--- src/design/gcb_pkg.sv ---
// Shared types, constants and helpers for the grid cell binning block.
`default_nettype none
package gcb_pkg;

    localparam int COORD_W   = 24;
    localparam int WIDTH_W   = 23;
    localparam int CNT_W     = 4;
    localparam int AXIS_W    = 3;
    localparam int CELL_W    = 6;
    localparam int CFG_IDX_W = 3;
    localparam int CFG_DAT_W = 24;

    localparam logic [CNT_W-1:0] GRID_COLS = 4'd8;
    localparam logic [CNT_W-1:0] GRID_ROWS = 4'd8;

    localparam int QUEUE_DEPTH = 2;

    localparam logic [CFG_IDX_W-1:0] CFG_ORIGIN_X = 3'd0;
    localparam logic [CFG_IDX_W-1:0] CFG_ORIGIN_Z = 3'd1;
    localparam logic [CFG_IDX_W-1:0] CFG_WIDTH_X  = 3'd2;
    localparam logic [CFG_IDX_W-1:0] CFG_WIDTH_Z  = 3'd3;
    localparam logic [CFG_IDX_W-1:0] CFG_CELLS_X  = 3'd4;
    localparam logic [CFG_IDX_W-1:0] CFG_CELLS_Z  = 3'd5;

    localparam logic [COORD_W-1:0] RST_ORIGIN = 24'd0;
    localparam logic [WIDTH_W-1:0] RST_WIDTH  = 23'd5120;
    localparam logic [CNT_W-1:0]   RST_CELLS  = 4'd8;

    localparam logic FP_BOX     = 1'b0;
    localparam logic FP_SEGMENT = 1'b1;

    typedef struct packed {
        logic                      footprint_kind;
        logic                      enabled;
        logic signed [COORD_W-1:0] point_a_x;
        logic signed [COORD_W-1:0] point_a_z;
        logic signed [COORD_W-1:0] point_b_x;
        logic signed [COORD_W-1:0] point_b_z;
    } t_item;

    typedef struct packed {
        logic [CELL_W-1:0] cell_index;
        logic              last_cell;
    } t_result;

    typedef struct packed {
        logic signed [COORD_W-1:0] origin_x;
        logic signed [COORD_W-1:0] origin_z;
        logic [WIDTH_W-1:0]        width_x;
        logic [WIDTH_W-1:0]        width_z;
        logic [CNT_W-1:0]          ncol;
        logic [CNT_W-1:0]          nrow;
    } t_cfg;

    typedef struct packed {
        logic [AXIS_W-1:0] x0;
        logic [AXIS_W-1:0] x1;
        logic [AXIS_W-1:0] z0;
        logic [AXIS_W-1:0] z1;
    } t_span;

    function automatic logic [CNT_W-1:0] sat_count(input logic [CNT_W-1:0] c,
                                                   input logic [CNT_W-1:0] lim);
        logic [CNT_W-1:0] r;
        r = c;
        if (r == '0) begin
            r = 4'd1;
        end
        if (r > lim) begin
            r = lim;
        end
        return r;
    endfunction

    function automatic logic [WIDTH_W-1:0] eff_width(input logic [WIDTH_W-1:0] w);
        return (w == '0) ? WIDTH_W'(1) : w;
    endfunction

endpackage
`default_nettype wire

--- src/design/gcb_front.sv ---
// Front end: accepts a footprint, orders the bounds of a segment and bins each bound by shared division.
`default_nettype none
module gcb_front import gcb_pkg::*; (
    input  wire logic  i_clk,
    input  wire logic  i_rst_n,
    input  wire logic  i_accept,
    input  wire t_item i_item,
    input  wire t_cfg  i_cfg,
    output logic       o_busy,
    output logic       o_push,
    output t_span      o_span
);

    localparam logic [1:0] S_IDLE = 2'd0;
    localparam logic [1:0] S_DIV  = 2'd1;
    localparam logic [1:0] S_PUSH = 2'd2;

    localparam logic [2:0] STEP_LOAD  = 3'd0;
    localparam logic [2:0] STEP_SAT   = 3'd1;
    localparam logic [2:0] STEP_CLAMP = 3'd5;

    logic [1:0]                r_state;
    logic [1:0]                r_opnd;
    logic [2:0]                r_step;
    logic signed [COORD_W-1:0] r_pos [4];
    logic [COORD_W-1:0]        r_rem;
    logic                      r_neg;
    logic [3:0]                r_q;
    logic [AXIS_W-1:0]         r_idx [4];

    logic                      x_axis;
    logic signed [COORD_W-1:0] origin;
    logic [WIDTH_W-1:0]        width;
    logic [CNT_W-1:0]          cnt;
    logic signed [COORD_W:0]   diff;
    logic [2:0]                sh_full;
    logic [1:0]                sh;
    logic [COORD_W+2:0]        rem_ext;
    logic [COORD_W+2:0]        wsh;
    logic                      ge;
    logic [AXIS_W-1:0]         clamped;
    logic signed [COORD_W-1:0] ax, az, bx, bz;

    assign x_axis  = !r_opnd[1];
    assign origin  = x_axis ? i_cfg.origin_x : i_cfg.origin_z;
    assign width   = x_axis ? i_cfg.width_x  : i_cfg.width_z;
    assign cnt     = x_axis ? i_cfg.ncol     : i_cfg.nrow;
    assign diff    = {r_pos[r_opnd][COORD_W-1], r_pos[r_opnd]} - {origin[COORD_W-1], origin};
    assign sh_full = 3'd4 - r_step;
    assign sh      = sh_full[1:0];
    assign rem_ext = {3'b000, r_rem};
    assign wsh     = {4'b0000, width} << sh;
    assign ge      = rem_ext >= wsh;

    always_comb begin
        if (r_neg) begin
            clamped = '0;
        end else if (r_q >= cnt) begin
            clamped = AXIS_W'(cnt - 4'd1);
        end else begin
            clamped = r_q[AXIS_W-1:0];
        end
    end

    assign ax = i_item.point_a_x;
    assign az = i_item.point_a_z;
    assign bx = i_item.point_b_x;
    assign bz = i_item.point_b_z;

    always_ff @(posedge i_clk) begin
        if (!i_rst_n) begin
            r_state <= S_IDLE;
            r_opnd  <= '0;
            r_step  <= STEP_LOAD;
        end else begin
            case (r_state)
                S_IDLE: begin
                    if (i_accept && i_item.enabled) begin
                        if (i_item.footprint_kind == FP_SEGMENT) begin
                            r_pos[0] <= (ax < bx) ? ax : bx;
                            r_pos[1] <= (ax > bx) ? ax : bx;
                            r_pos[2] <= (az < bz) ? az : bz;
                            r_pos[3] <= (az > bz) ? az : bz;
                        end else begin
                            r_pos[0] <= ax;
                            r_pos[1] <= bx;
                            r_pos[2] <= az;
                            r_pos[3] <= bz;
                        end
                        r_opnd  <= '0;
                        r_step  <= STEP_LOAD;
                        r_state <= S_DIV;
                    end
                end
                S_DIV: begin
                    case (r_step)
                        STEP_LOAD: begin
                            r_rem <= diff[COORD_W-1:0];
                            r_neg <= diff[COORD_W];
                            r_q   <= '0;
                        end
                        STEP_SAT: begin
                            if (ge) begin
                                r_q <= 4'd8;
                            end
                        end
                        STEP_CLAMP: begin
                            r_idx[r_opnd] <= clamped;
                        end
                        default: begin
                            if (ge && !r_q[3]) begin
                                r_rem <= r_rem - wsh[COORD_W-1:0];
                                r_q   <= r_q | (4'd1 << sh);
                            end
                        end
                    endcase
                    if (r_step == STEP_CLAMP) begin
                        r_step <= STEP_LOAD;
                        if (r_opnd == 2'd3) begin
                            r_state <= S_PUSH;
                        end else begin
                            r_opnd <= r_opnd + 2'd1;
                        end
                    end else begin
                        r_step <= r_step + 3'd1;
                    end
                end
                S_PUSH: begin
                    r_state <= S_IDLE;
                end
                default: begin
                    r_state <= S_IDLE;
                end
            endcase
        end
    end

    assign o_busy  = (r_state != S_IDLE);
    assign o_span  = '{x0: r_idx[0], x1: r_idx[1], z0: r_idx[2], z1: r_idx[3]};
    assign o_push  = (r_state == S_PUSH) && (r_idx[0] <= r_idx[1]) && (r_idx[2] <= r_idx[3]);

endmodule
`default_nettype wire

--- src/design/gcb_queue.sv ---
// Short queue of cell ranges between front and back end.
`default_nettype none
module gcb_queue import gcb_pkg::*; (
    input  wire logic  i_clk,
    input  wire logic  i_rst_n,
    input  wire logic  i_push,
    input  wire t_span i_span,
    input  wire logic  i_pop,
    output logic       o_valid,
    output logic       o_full,
    output t_span      o_span
);

    localparam int PTR_W = (QUEUE_DEPTH > 1) ? $clog2(QUEUE_DEPTH) : 1;
    localparam int CNT_QW = $clog2(QUEUE_DEPTH + 1);

    t_span              r_mem [QUEUE_DEPTH];
    logic [PTR_W-1:0]   r_wr;
    logic [PTR_W-1:0]   r_rd;
    logic [CNT_QW-1:0]  r_cnt;
    logic               do_push;
    logic               do_pop;

    assign o_valid = (r_cnt != '0);
    assign o_full  = (r_cnt == CNT_QW'(QUEUE_DEPTH));
    assign o_span  = r_mem[r_rd];
    assign do_push = i_push && !o_full;
    assign do_pop  = i_pop && o_valid;

    always_ff @(posedge i_clk) begin
        if (do_push) begin
            r_mem[r_wr] <= i_span;
        end
    end

    always_ff @(posedge i_clk) begin
        if (!i_rst_n) begin
            r_wr  <= '0;
            r_rd  <= '0;
            r_cnt <= '0;
        end else begin
            if (do_push) begin
                r_wr <= (r_wr == PTR_W'(QUEUE_DEPTH - 1)) ? '0 : r_wr + PTR_W'(1);
            end
            if (do_pop) begin
                r_rd <= (r_rd == PTR_W'(QUEUE_DEPTH - 1)) ? '0 : r_rd + PTR_W'(1);
            end
            case ({do_push, do_pop})
                2'b10:   r_cnt <= r_cnt + CNT_QW'(1);
                2'b01:   r_cnt <= r_cnt - CNT_QW'(1);
                default: r_cnt <= r_cnt;
            endcase
        end
    end

endmodule
`default_nettype wire

--- src/design/gcb_back.sv ---
// Back end: walks a cell range row by row and issues one cell word per cycle.
`default_nettype none
module gcb_back import gcb_pkg::*; (
    input  wire logic             i_clk,
    input  wire logic             i_rst_n,
    input  wire logic             i_valid,
    input  wire t_span            i_span,
    input  wire logic [CNT_W-1:0] i_ncol,
    output logic                  o_pop,
    output logic                  o_strobe,
    output t_result               o_result
);

    logic              r_act;
    logic [AXIS_W-1:0] r_x;
    logic [AXIS_W-1:0] r_x0;
    logic [AXIS_W-1:0] r_x1;
    logic [AXIS_W-1:0] r_z;
    logic [AXIS_W-1:0] r_z1;
    logic [CELL_W-1:0] r_base;
    logic              r_strobe;
    t_result           r_res;

    logic [CELL_W:0]   base_prod;
    logic              row_end;
    logic              is_last;

    assign base_prod = (CELL_W + 1)'(i_span.z0) * (CELL_W + 1)'(i_ncol);
    assign row_end   = (r_x == r_x1);
    assign is_last   = row_end && (r_z == r_z1);
    assign o_pop     = !r_act && i_valid;

    always_ff @(posedge i_clk) begin
        if (!i_rst_n) begin
            r_act    <= 1'b0;
            r_strobe <= 1'b0;
        end else begin
            r_strobe <= r_act;
            if (o_pop) begin
                r_act <= 1'b1;
            end else if (r_act && is_last) begin
                r_act <= 1'b0;
            end
        end
    end

    always_ff @(posedge i_clk) begin
        if (o_pop) begin
            r_x    <= i_span.x0;
            r_x0   <= i_span.x0;
            r_x1   <= i_span.x1;
            r_z    <= i_span.z0;
            r_z1   <= i_span.z1;
            r_base <= base_prod[CELL_W-1:0];
        end else if (r_act) begin
            if (row_end) begin
                r_x    <= r_x0;
                r_z    <= r_z + AXIS_W'(1);
                r_base <= r_base + CELL_W'(i_ncol);
            end else begin
                r_x <= r_x + AXIS_W'(1);
            end
        end
        if (r_act) begin
            r_res.cell_index <= r_base + CELL_W'(r_x);
            r_res.last_cell  <= is_last;
        end
    end

    assign o_strobe = r_strobe;
    assign o_result = r_res;

endmodule
`default_nettype wire

--- src/design/grid_cell_binning_of_bounds.sv ---
// Top level of the grid cell binning block: configuration registers and the two ends.
//
// Input: an item (a box or segment footprint on the x/z plane) is taken at a clock
// edge where start is high and busy is low. Configuration registers are written
// through i_cfg_we / i_cfg_idx / i_cfg_wdata at any edge where i_cfg_we is high.
// Output: each covered cell is presented for one cycle with o_strobe high,
// rows outer and columns inner; last_cell marks the final cell of an item.
// Disabled items and empty ranges produce no words.
// Timing: the front end bins the four bounds one after another through a shared
// restoring divider (load, saturation test, subtract steps, clamp); busy stays high
// while an enabled item is binned (a disabled item leaves busy low). The back end
// issues one word per cycle, with strobe low between items. The front end works
// on the next item while the back end still walks the previous range, with a
// two-entry queue between. busy also stays high while that queue is full.
// Reset: synchronous, active low; loads default configuration and empties the
// queue. The receiver has no stall; words are never held back.
`default_nettype none
module grid_cell_binning_of_bounds import gcb_pkg::*; (
    input  wire logic                 i_clk,
    input  wire logic                 i_rst_n,
    input  wire logic                 start,
    output logic                      busy,
    input  wire t_item                i_item,
    output logic                      o_strobe,
    output t_result                   o_result,
    input  wire logic                 i_cfg_we,
    input  wire logic [CFG_IDX_W-1:0] i_cfg_idx,
    input  wire logic [CFG_DAT_W-1:0] i_cfg_wdata
);

    logic signed [COORD_W-1:0] r_origin_x;
    logic signed [COORD_W-1:0] r_origin_z;
    logic [WIDTH_W-1:0]        r_width_x;
    logic [WIDTH_W-1:0]        r_width_z;
    logic [CNT_W-1:0]          r_cells_x;
    logic [CNT_W-1:0]          r_cells_z;

    t_cfg    cfg;
    logic    accept;
    logic    front_busy;
    logic    push;
    t_span   push_span;
    logic    q_valid;
    logic    q_full;
    t_span   q_span;
    logic    pop;

    always_ff @(posedge i_clk) begin
        if (!i_rst_n) begin
            r_origin_x <= RST_ORIGIN;
            r_origin_z <= RST_ORIGIN;
            r_width_x  <= RST_WIDTH;
            r_width_z  <= RST_WIDTH;
            r_cells_x  <= RST_CELLS;
            r_cells_z  <= RST_CELLS;
        end else if (i_cfg_we) begin
            case (i_cfg_idx)
                CFG_ORIGIN_X: r_origin_x <= i_cfg_wdata;
                CFG_ORIGIN_Z: r_origin_z <= i_cfg_wdata;
                CFG_WIDTH_X:  r_width_x  <= i_cfg_wdata[WIDTH_W-1:0];
                CFG_WIDTH_Z:  r_width_z  <= i_cfg_wdata[WIDTH_W-1:0];
                CFG_CELLS_X:  r_cells_x  <= i_cfg_wdata[CNT_W-1:0];
                CFG_CELLS_Z:  r_cells_z  <= i_cfg_wdata[CNT_W-1:0];
                default: ;
            endcase
        end
    end

    assign cfg.origin_x = r_origin_x;
    assign cfg.origin_z = r_origin_z;
    assign cfg.width_x  = eff_width(r_width_x);
    assign cfg.width_z  = eff_width(r_width_z);
    assign cfg.ncol     = sat_count(r_cells_x, GRID_COLS);
    assign cfg.nrow     = sat_count(r_cells_z, GRID_ROWS);

    assign busy   = front_busy || q_full;
    assign accept = start && !busy;

    gcb_front u_front (
        .i_clk   (i_clk),
        .i_rst_n (i_rst_n),
        .i_accept(accept),
        .i_item  (i_item),
        .i_cfg   (cfg),
        .o_busy  (front_busy),
        .o_push  (push),
        .o_span  (push_span)
    );

    gcb_queue u_queue (
        .i_clk   (i_clk),
        .i_rst_n (i_rst_n),
        .i_push  (push),
        .i_span  (push_span),
        .i_pop   (pop),
        .o_valid (q_valid),
        .o_full  (q_full),
        .o_span  (q_span)
    );

    gcb_back u_back (
        .i_clk   (i_clk),
        .i_rst_n (i_rst_n),
        .i_valid (q_valid),
        .i_span  (q_span),
        .i_ncol  (cfg.ncol),
        .o_pop   (pop),
        .o_strobe(o_strobe),
        .o_result(o_result)
    );

endmodule
`default_nettype wire

--- config.mk ---
export PLATFORM = sky130hd
export DESIGN_NAME = grid_cell_binning_of_bounds
export DESIGN_NICKNAME = d
export VERILOG_FILES = /design/src/design/gcb_pkg.sv /design/src/design/gcb_front.sv /design/src/design/gcb_queue.sv /design/src/design/gcb_back.sv /design/src/design/grid_cell_binning_of_bounds.sv
export SDC_FILE = /design/constraint.sdc
export NUM_CORES = 1
export LEC_CHECK = 0
export BUFFER_PORTS_ARGS = -buffer_cell sky130_fd_sc_hd__buf_2
export CAP_MARGIN = 10
export CORE_MARGIN = 10
export CORE_UTILIZATION = 56
export CTS_BUF_LIST = sky130_fd_sc_hd__clkbuf_4
export CTS_CLUSTER_SIZE = 10
export DETAILED_ROUTE_END_ITERATION = 8
export PLACE_DENSITY = 0.82
export SYNTH_ARGS = -nofsm -noshare
export SYNTH_HDL_FRONTEND = slang
export SYNTH_SLANG_ARGS = --single-unit
export TNS_END_PERCENT = 1
--- constraint.sdc ---
create_clock -name i_clk -period 8 [get_ports i_clk]
set_input_delay 1.2 -clock i_clk [delete_from_list [all_inputs] [get_ports i_clk]]
set_output_delay 1.2 -clock i_clk [all_outputs]
set_load 0.01 [all_outputs]
; Yosys cells after proc, flatten, opt, wreduce, memory -nomap -nowiden
; Memory sizes are Yosys's and may differ from the RTL's. A register that Yosys moved wholly into a read port is not among the register bits.
; Index checks and enable logic that the tools add are counted.
[op_classes]
n_addsub = 14
mul = 1
div = 0
magnitude_cmp = 10
n_eq_ne = 20
shift = 2
n_mux = 69
bitwise = 7
n_reduce_logical = 45
[ops]
columns = op, n
row1 = $mux 24, 10
row2 = $mux 23, 3
row3 = $gt 24x24->1, 2
row4 = $lt 24x24->1, 2
row5 = $pmux 24 s2, 1
row6 = $logic_not 23->1, 2
row7 = $mux 3, 10
row8 = $mux 4, 7
row9 = $ge 24x27->1, 1
row10 = $shl 23x2->27, 1
row11 = $sub 24x24->25, 1
row12 = $sub 24x24->24, 1
row13 = $mux 1, 22
row14 = $mux 6, 3
row15 = $mux 2, 8
row16 = $reduce_and 2->1, 8
row17 = $reduce_bool 2->1, 8
row18 = $pmux 2 s2, 3
row19 = $pmux 4 s3, 1
row20 = $logic_and 1x1->1, 10
row21 = $add 3x1->3 const B, 3
row22 = $eq 3x3->1 const B, 3
row23 = $eq 2x2->1 const B, 4
row24 = $gt 4x4->1 const B, 2
row25 = other kinds (31), 52
[totals]
ff_bits = 172
latchBits = 0
ramBits = 132
rom_bits = 0
in_bits = 129
wordCells = 196
n_memories = 3
[mem_list]
columns = name, words, width, read_ports, rd_ports_with_merged_regs, wr, line_no
row1 = u_front.r_pos, 4, 24, 1, 1, 4, gcb_front.sv:25  ; logic signed [COORD_W-1:0] r_pos [4];
row2 = u_queue.r_mem, 2, 12, 1, 1, 1, gcb_queue.sv:17  ; t_span r_mem [QUEUE_DEPTH];
row3 = u_front.r_idx, 4, 3, 4, 0, 1, gcb_front.sv:29  ; logic [AXIS_W-1:0] r_idx [4];

; Longest topological paths before layout
[depth]
depth_word = 10
depth_mapped = 18

; By module
; From an unflattened synthesis, not the netlist that was laid out.
[hier_totals]
hier_cells = 1812
hier_area_um2 = 19172.1
[modules_own_cells]
columns = module, n_inst, cells_each, area_per_inst_um2
row1 = gcb_front, 1, 1083, 12127.9
row2 = grid_cell_binning_of_bounds, 1, 522, 4209.0
row3 = gcb_back, 1, 144, 1735.4
row4 = gcb_queue, 1, 63, 1099.8

; Worst setup path before layout
; OpenSTA, ideal clock, no wires.
[synth_path]
path_kind = flip-flop to flip-flop
startpoint = register u_front.r_step[0]
endpoint = register u_front.r_rem[0] (enable)
setup_time_ns = 0.435
t_arrival_ns = 5.120
required_ns = 7.565
setup_slack_ns = 2.445
stages_incl_launch_ff = 16
n_path_buf = 3
synth_period_minus_slack_ns = 5.555
cell_sequence = dfxtp_1 buf_2 clkbuf_1 inv_1 ha_1 buf_1 mux2i_1 ha_1 nand4_1 a21oi_1 nor2_1 o21ai_1 a31oi_1 a21oi_1 a21oi_1 nor3_1
[synth_between]
elab_chain_cells = 6
elab_cells_between_ends = 11
[synth_rtl]
columns = item, line_no
row1 = "start, declared", gcb_front.sv:24  ; logic [2:0] r_step;
row2 = "start signal, assigned", gcb_front.sv:125  ; r_step <= r_step + 3'd1;
row3 = $sub 1x2->2, gcb_front.sv:49  ; assign sh_full = 3'd4 - r_step;
row4 = $shl 23x2->27, gcb_front.sv:52  ; assign wsh = {4'b0000, width} << sh;
row5 = $ge 24x27->1, gcb_front.sv:53  ; assign ge = rem_ext >= wsh;
row6 = $logic_and 1x1->1, gcb_front.sv:111  ; if (ge && !r_q[3]) begin
row7 = $reduce_bool 2->1 (no line), --
row8 = $reduce_and 4->1 (no line) (*), --
row9 = "end signal, assigned", gcb_front.sv:98  ; r_rem <= diff[COORD_W-1:0];
row10 = "end signal, assigned", gcb_front.sv:112  ; r_rem <= r_rem - wsh[COORD_W-1:0];
row11 = "end, declared", gcb_front.sv:26  ; logic [COORD_W-1:0] r_rem;
; Every way passes the cells marked *; elsewhere a longest branch is shown, timed or not.
; A chain may end at the register's enable or synchronous reset.

; Final worst setup path
[layout_path]
startpoint = register u_front.r_step[0]
endpoint = register u_front.r_rem[4] (enable)
; Same word-level chain as after synthesis.

==> flow_summary_export.csv <==
group,metric,value,unit
placement,gp_congestion,0.952,
synth,synth.yosys.seq_area_share,0.437,
finish,layout_common_cells,"nand2_1, edfxtp_1, buf_2, ha_1, clkbuf_4",
critical_path,crit_required,8.35,ns
cts,cts_tree,"built",
sta,rsz0062_at_grt,"false",
critical_path,r2r.worst_path.cells,16,
placement,dpl.hpwl,34.2,mm
critical_path,startpoint,"u_front.r_step[0]",
finish,drive_gt1_frac,0.219,
placement,post-place-ws,2.57,ns
synth,synth-edff-count,189,
finish,fillCellCount,2564,
synth,avgSynthCellArea,10.5,µm²
grt,grt_pass1_wl,73.8,mm
finish,fin_nets,2185,
sta,fin_crit,5.54,ns
cts,cts_setup_buffers,0,
power_and_ir_drop,seqPwrFrac,0.449,
floorplan,start_util,0.567,
routing,drc,0,
finish,final_common_cell,"nand2_1",
critical_path,startpoint_type,"flop",
critical_path,slowest_delay,1.00,ns
finish,fin_area,20500,µm²
floorplan,die_h,201,µm
finish,area_growth,11.4,%
critical_path,timing.critical_path.mode_cell,"a21oi_1",
synth,synth_cells,1756,
cts,cts_max_level,3,
critical_path,crit_path_top_delay_cell,"ha_1",
sta,final_max_slew_viol_count,0,
worst_hold_path,hp-class,"reg2reg",
critical_path,r2r_end,"u_front.r_rem[4]",
sta,worstMarginPinSlew,1.18,ns
grt,grtUsageTotal,0.222,
cts,clk_pin_slew_worst_paths,0.07,ns
sta,fin_setup_tns,0,ns
floorplan,coreArea,32500,µm²
grt,grt_pass1_vias,14329,
cts,cts_sinks,307,
critical_path,crit_type,"reg2reg",
critical_path,crit_path_end_kind,"flop",
finish,seqCellArea,8040,µm²
cts,ctsHoldBuffers,0,
critical_path,r2r_start,"u_front.r_step[0]",
floorplan,boundaryPins,138,
grt,gr-total-overflow,0,
power_and_ir_drop,leakagePower,8.05,nW
critical_path,endpoint,"u_front.r_rem[4]",
routing,num_vias,14138,
synth,synthFlopType,"edfxtp_1",
grt,grt_max_degree,117,
critical_path,critical_path.max_fanout,31,
power_and_ir_drop,powerDensity,211,nW/µm²
power_and_ir_drop,clkPwrFrac,0.326,
floorplan,rows,66,
sta,fin_skew,0.0464,ns
routing,drt-total-wl,46.1,mm
cts,cts-resized-gates,0,
placement,placed_cell_area,19400,µm²
cts,clock_path_buffers,3,
cts,clk_latency,0.72,ns
power_and_ir_drop,pwr-share-comb,0.225,
floorplan,die_area,40500,µm²
critical_path,worstPathCellList,"buf_4 -> inv_1 -> ha_1 -> clkinv_1 -> nor3_1 -> a21oi_1 -> ha_1 -> o21ai_0 -> a21oi_1 -> nor2_1 -> o21ai_1 -> a31oi_1 -> a21oi_1 -> a21oi_1 -> nor3_2 -> buf_4",
power_and_ir_drop,switching_share,0.298,
outcome,status,"finished, final reports clean",
routing,drt_iter0_markers,1015,
run,maxCapViolCount,0,
synth,syn_nets,2024,
sta,relSlewSlack,0.212,
synth,synth_seq_cells,307,
critical_path,cp.arrival,5.89,ns
power_and_ir_drop,p_switching,1.29,mW
cts,cts_buffers,83,
routing,firstDrtPassIters,8,
synth,yosys.cell_types.count,69,
routing,drtAntennaViolNets,0,
sta,hold_viol,0,
synth,yosys_warnings,0,
sta,setup_viol,0,
routing,wl_per_cell,19.0,µm
power_and_ir_drop,intPower,3.03,mW
sta,finalCritPeriodShare,0.692,
sta,fmax,181,MHz
power_and_ir_drop,ir_drop,0.131,mV
routing,via_per_inst,5.82,
floorplan,die_x,201,µm
sta,setup_ws,2.46,ns
synth,synth_async_sr_flop_share,0,
placement,port_buffers,137,
critical_path,regToRegSetupSlack,2.46,ns
grt,antenna_found_initial,2,
cts,cts-root-buf,"clkbuf_4",
finish,multi_input_comb_area,9660,µm²
synth,netlist_area,18400,µm²
==> final cells by class <==
cell class,count,share of cell area
well taps,442,0.0270
repair buffers,151,0.0389
multi-input cells,1277,0.471
inverters,97,0.0178
diodes,1,0.000122
flip-flops and latches,307,0.392
clock inverters,28,0.00708
clock buffers,125,0.0458
==> power by group through the flow <==
stage          clock [mW]  combinational, mW  sequential (mW)
6_report             1.41              0.974             1.94
5_1_grt              1.52               1.08             1.95
4_1_cts              1.44              0.966             1.94
3_5_place_dp            0              0.959             1.98
3_3_place_gp            0              0.919             1.97
2_1_floorplan           0              0.728             1.94
==> Yosys cell counts, drive strengths merged, types with 6 or more instances <==
| master | count | area, µm² |
|---|---|---|
| nand2 | 285 | 1070 |
| edfxtp | 189 | 5680 |
| ha | 132 | 1650 |
| dfxtp | 118 | 2360 |
| inv | 96 | 360 |
| a21boi | 93 | 698 |
| a21oi | 93 | 465 |
| mux2 | 86 | 1040 |
| o21ai | 77 | 397 |
| nor2 | 76 | 303 |
| mux2i | 61 | 611 |
| clkbuf | 53 | 199 |
| mux4 | 41 | 923 |
| a21o | 40 | 300 |
| xnor2 | 38 | 333 |
| nor2b | 27 | 169 |
| nand3 | 25 | 125 |
| xor2 | 23 | 201 |
| buf | 22 | 160 |
| nor3 | 21 | 115 |
| and2 | 19 | 119 |
| nand4 | 16 | 100 |
| nor4 | 13 | 81.3 |
| nand2b | 11 | 68.8 |
| o21a | 9 | 67.6 |
| o21bai | 9 | 67.6 |
| and3 | 8 | 50.1 |
| a211oi | 7 | 52.6 |
| a31oi | 7 | 50.1 |
| fa | 7 | 140 |
| o211ai | 7 | 52.6 |
| or3 | 6 | 37.5 |
==> cell families after synthesis <==
kind of cell / share of synthesized area
and+or+nand+nor: 0.128
AOI/OAI and AO/OA: 0.130
DFF: 0.437
muxes: 0.140
buffers and inverters: 0.0393
adders and majority gates: 0.0973
xor gates and xnor gates: 0.0290
==> state kept, by name (all words and copies together) (netlist names), 4 cells and up, named ones only <==
register	flops
u_back.o_result	7
u_back.r_base	6
r_cells_x	4
r_origin_x	24
u_front.r_idx	12
r_cells_z	4
u_front.r_rem	24
u_front.r_pos	96
r_width_x	23
u_queue.r_mem	24
u_front.r_q	4
r_origin_z	24
r_width_z	23
==> worst max-delay path, delay by kind of cell (launching register included) <==
kind	cells	cell delay (ns)
simple gates	3	0.50
buf+inv	4	1.51
flops	1	0.31
compound gates	7	1.49
fa+ha+maj	2	1.36
==> stage by stage <==
stage          total power, mW  hold slack (ns)  instances  utilization
3_3_place_gp              2.89            0.449       2273        0.598
4_1_cts                   4.35            0.466       2426        0.631
6_report                  4.32            0.465       2428        0.632
5_1_grt                   4.55            0.484       2428        0.632
2_1_floorplan             2.67            0.440       1756            -
3_5_place_dp              2.93            0.459       2273        0.598
==> metal layers <==
layer | routed length [µm] | global-route usage
met1 | 19300 | 0.273
met2 | 22800 | 0.382
met4 | 1090 | 0.0813
met3 | 2780 | 0.0419
met5 | 13 | 0
==> worst min path at each step <==
| stage | from | end | slack (ns) | cells after the start |
|---|---|---|---|---|
| after floorplan | r_origin_z[0] | r_origin_z[0] | 0.44 | 2 |
| after global placement | r_origin_z[0] | r_origin_z[0] | 0.45 | 2 |
| after detailed placement | r_origin_x[3] | r_origin_x[3] | 0.46 | 2 |
| after CTS | r_origin_x[3] | r_origin_x[3] | 0.47 | 2 |
| after global routing | r_origin_x[3] | r_origin_x[3] | 0.48 | 2 |
| final | r_origin_x[13] | r_origin_x[13] | 0.47 | 2 |
No activity file was read; power rests on OpenSTA's default activity.
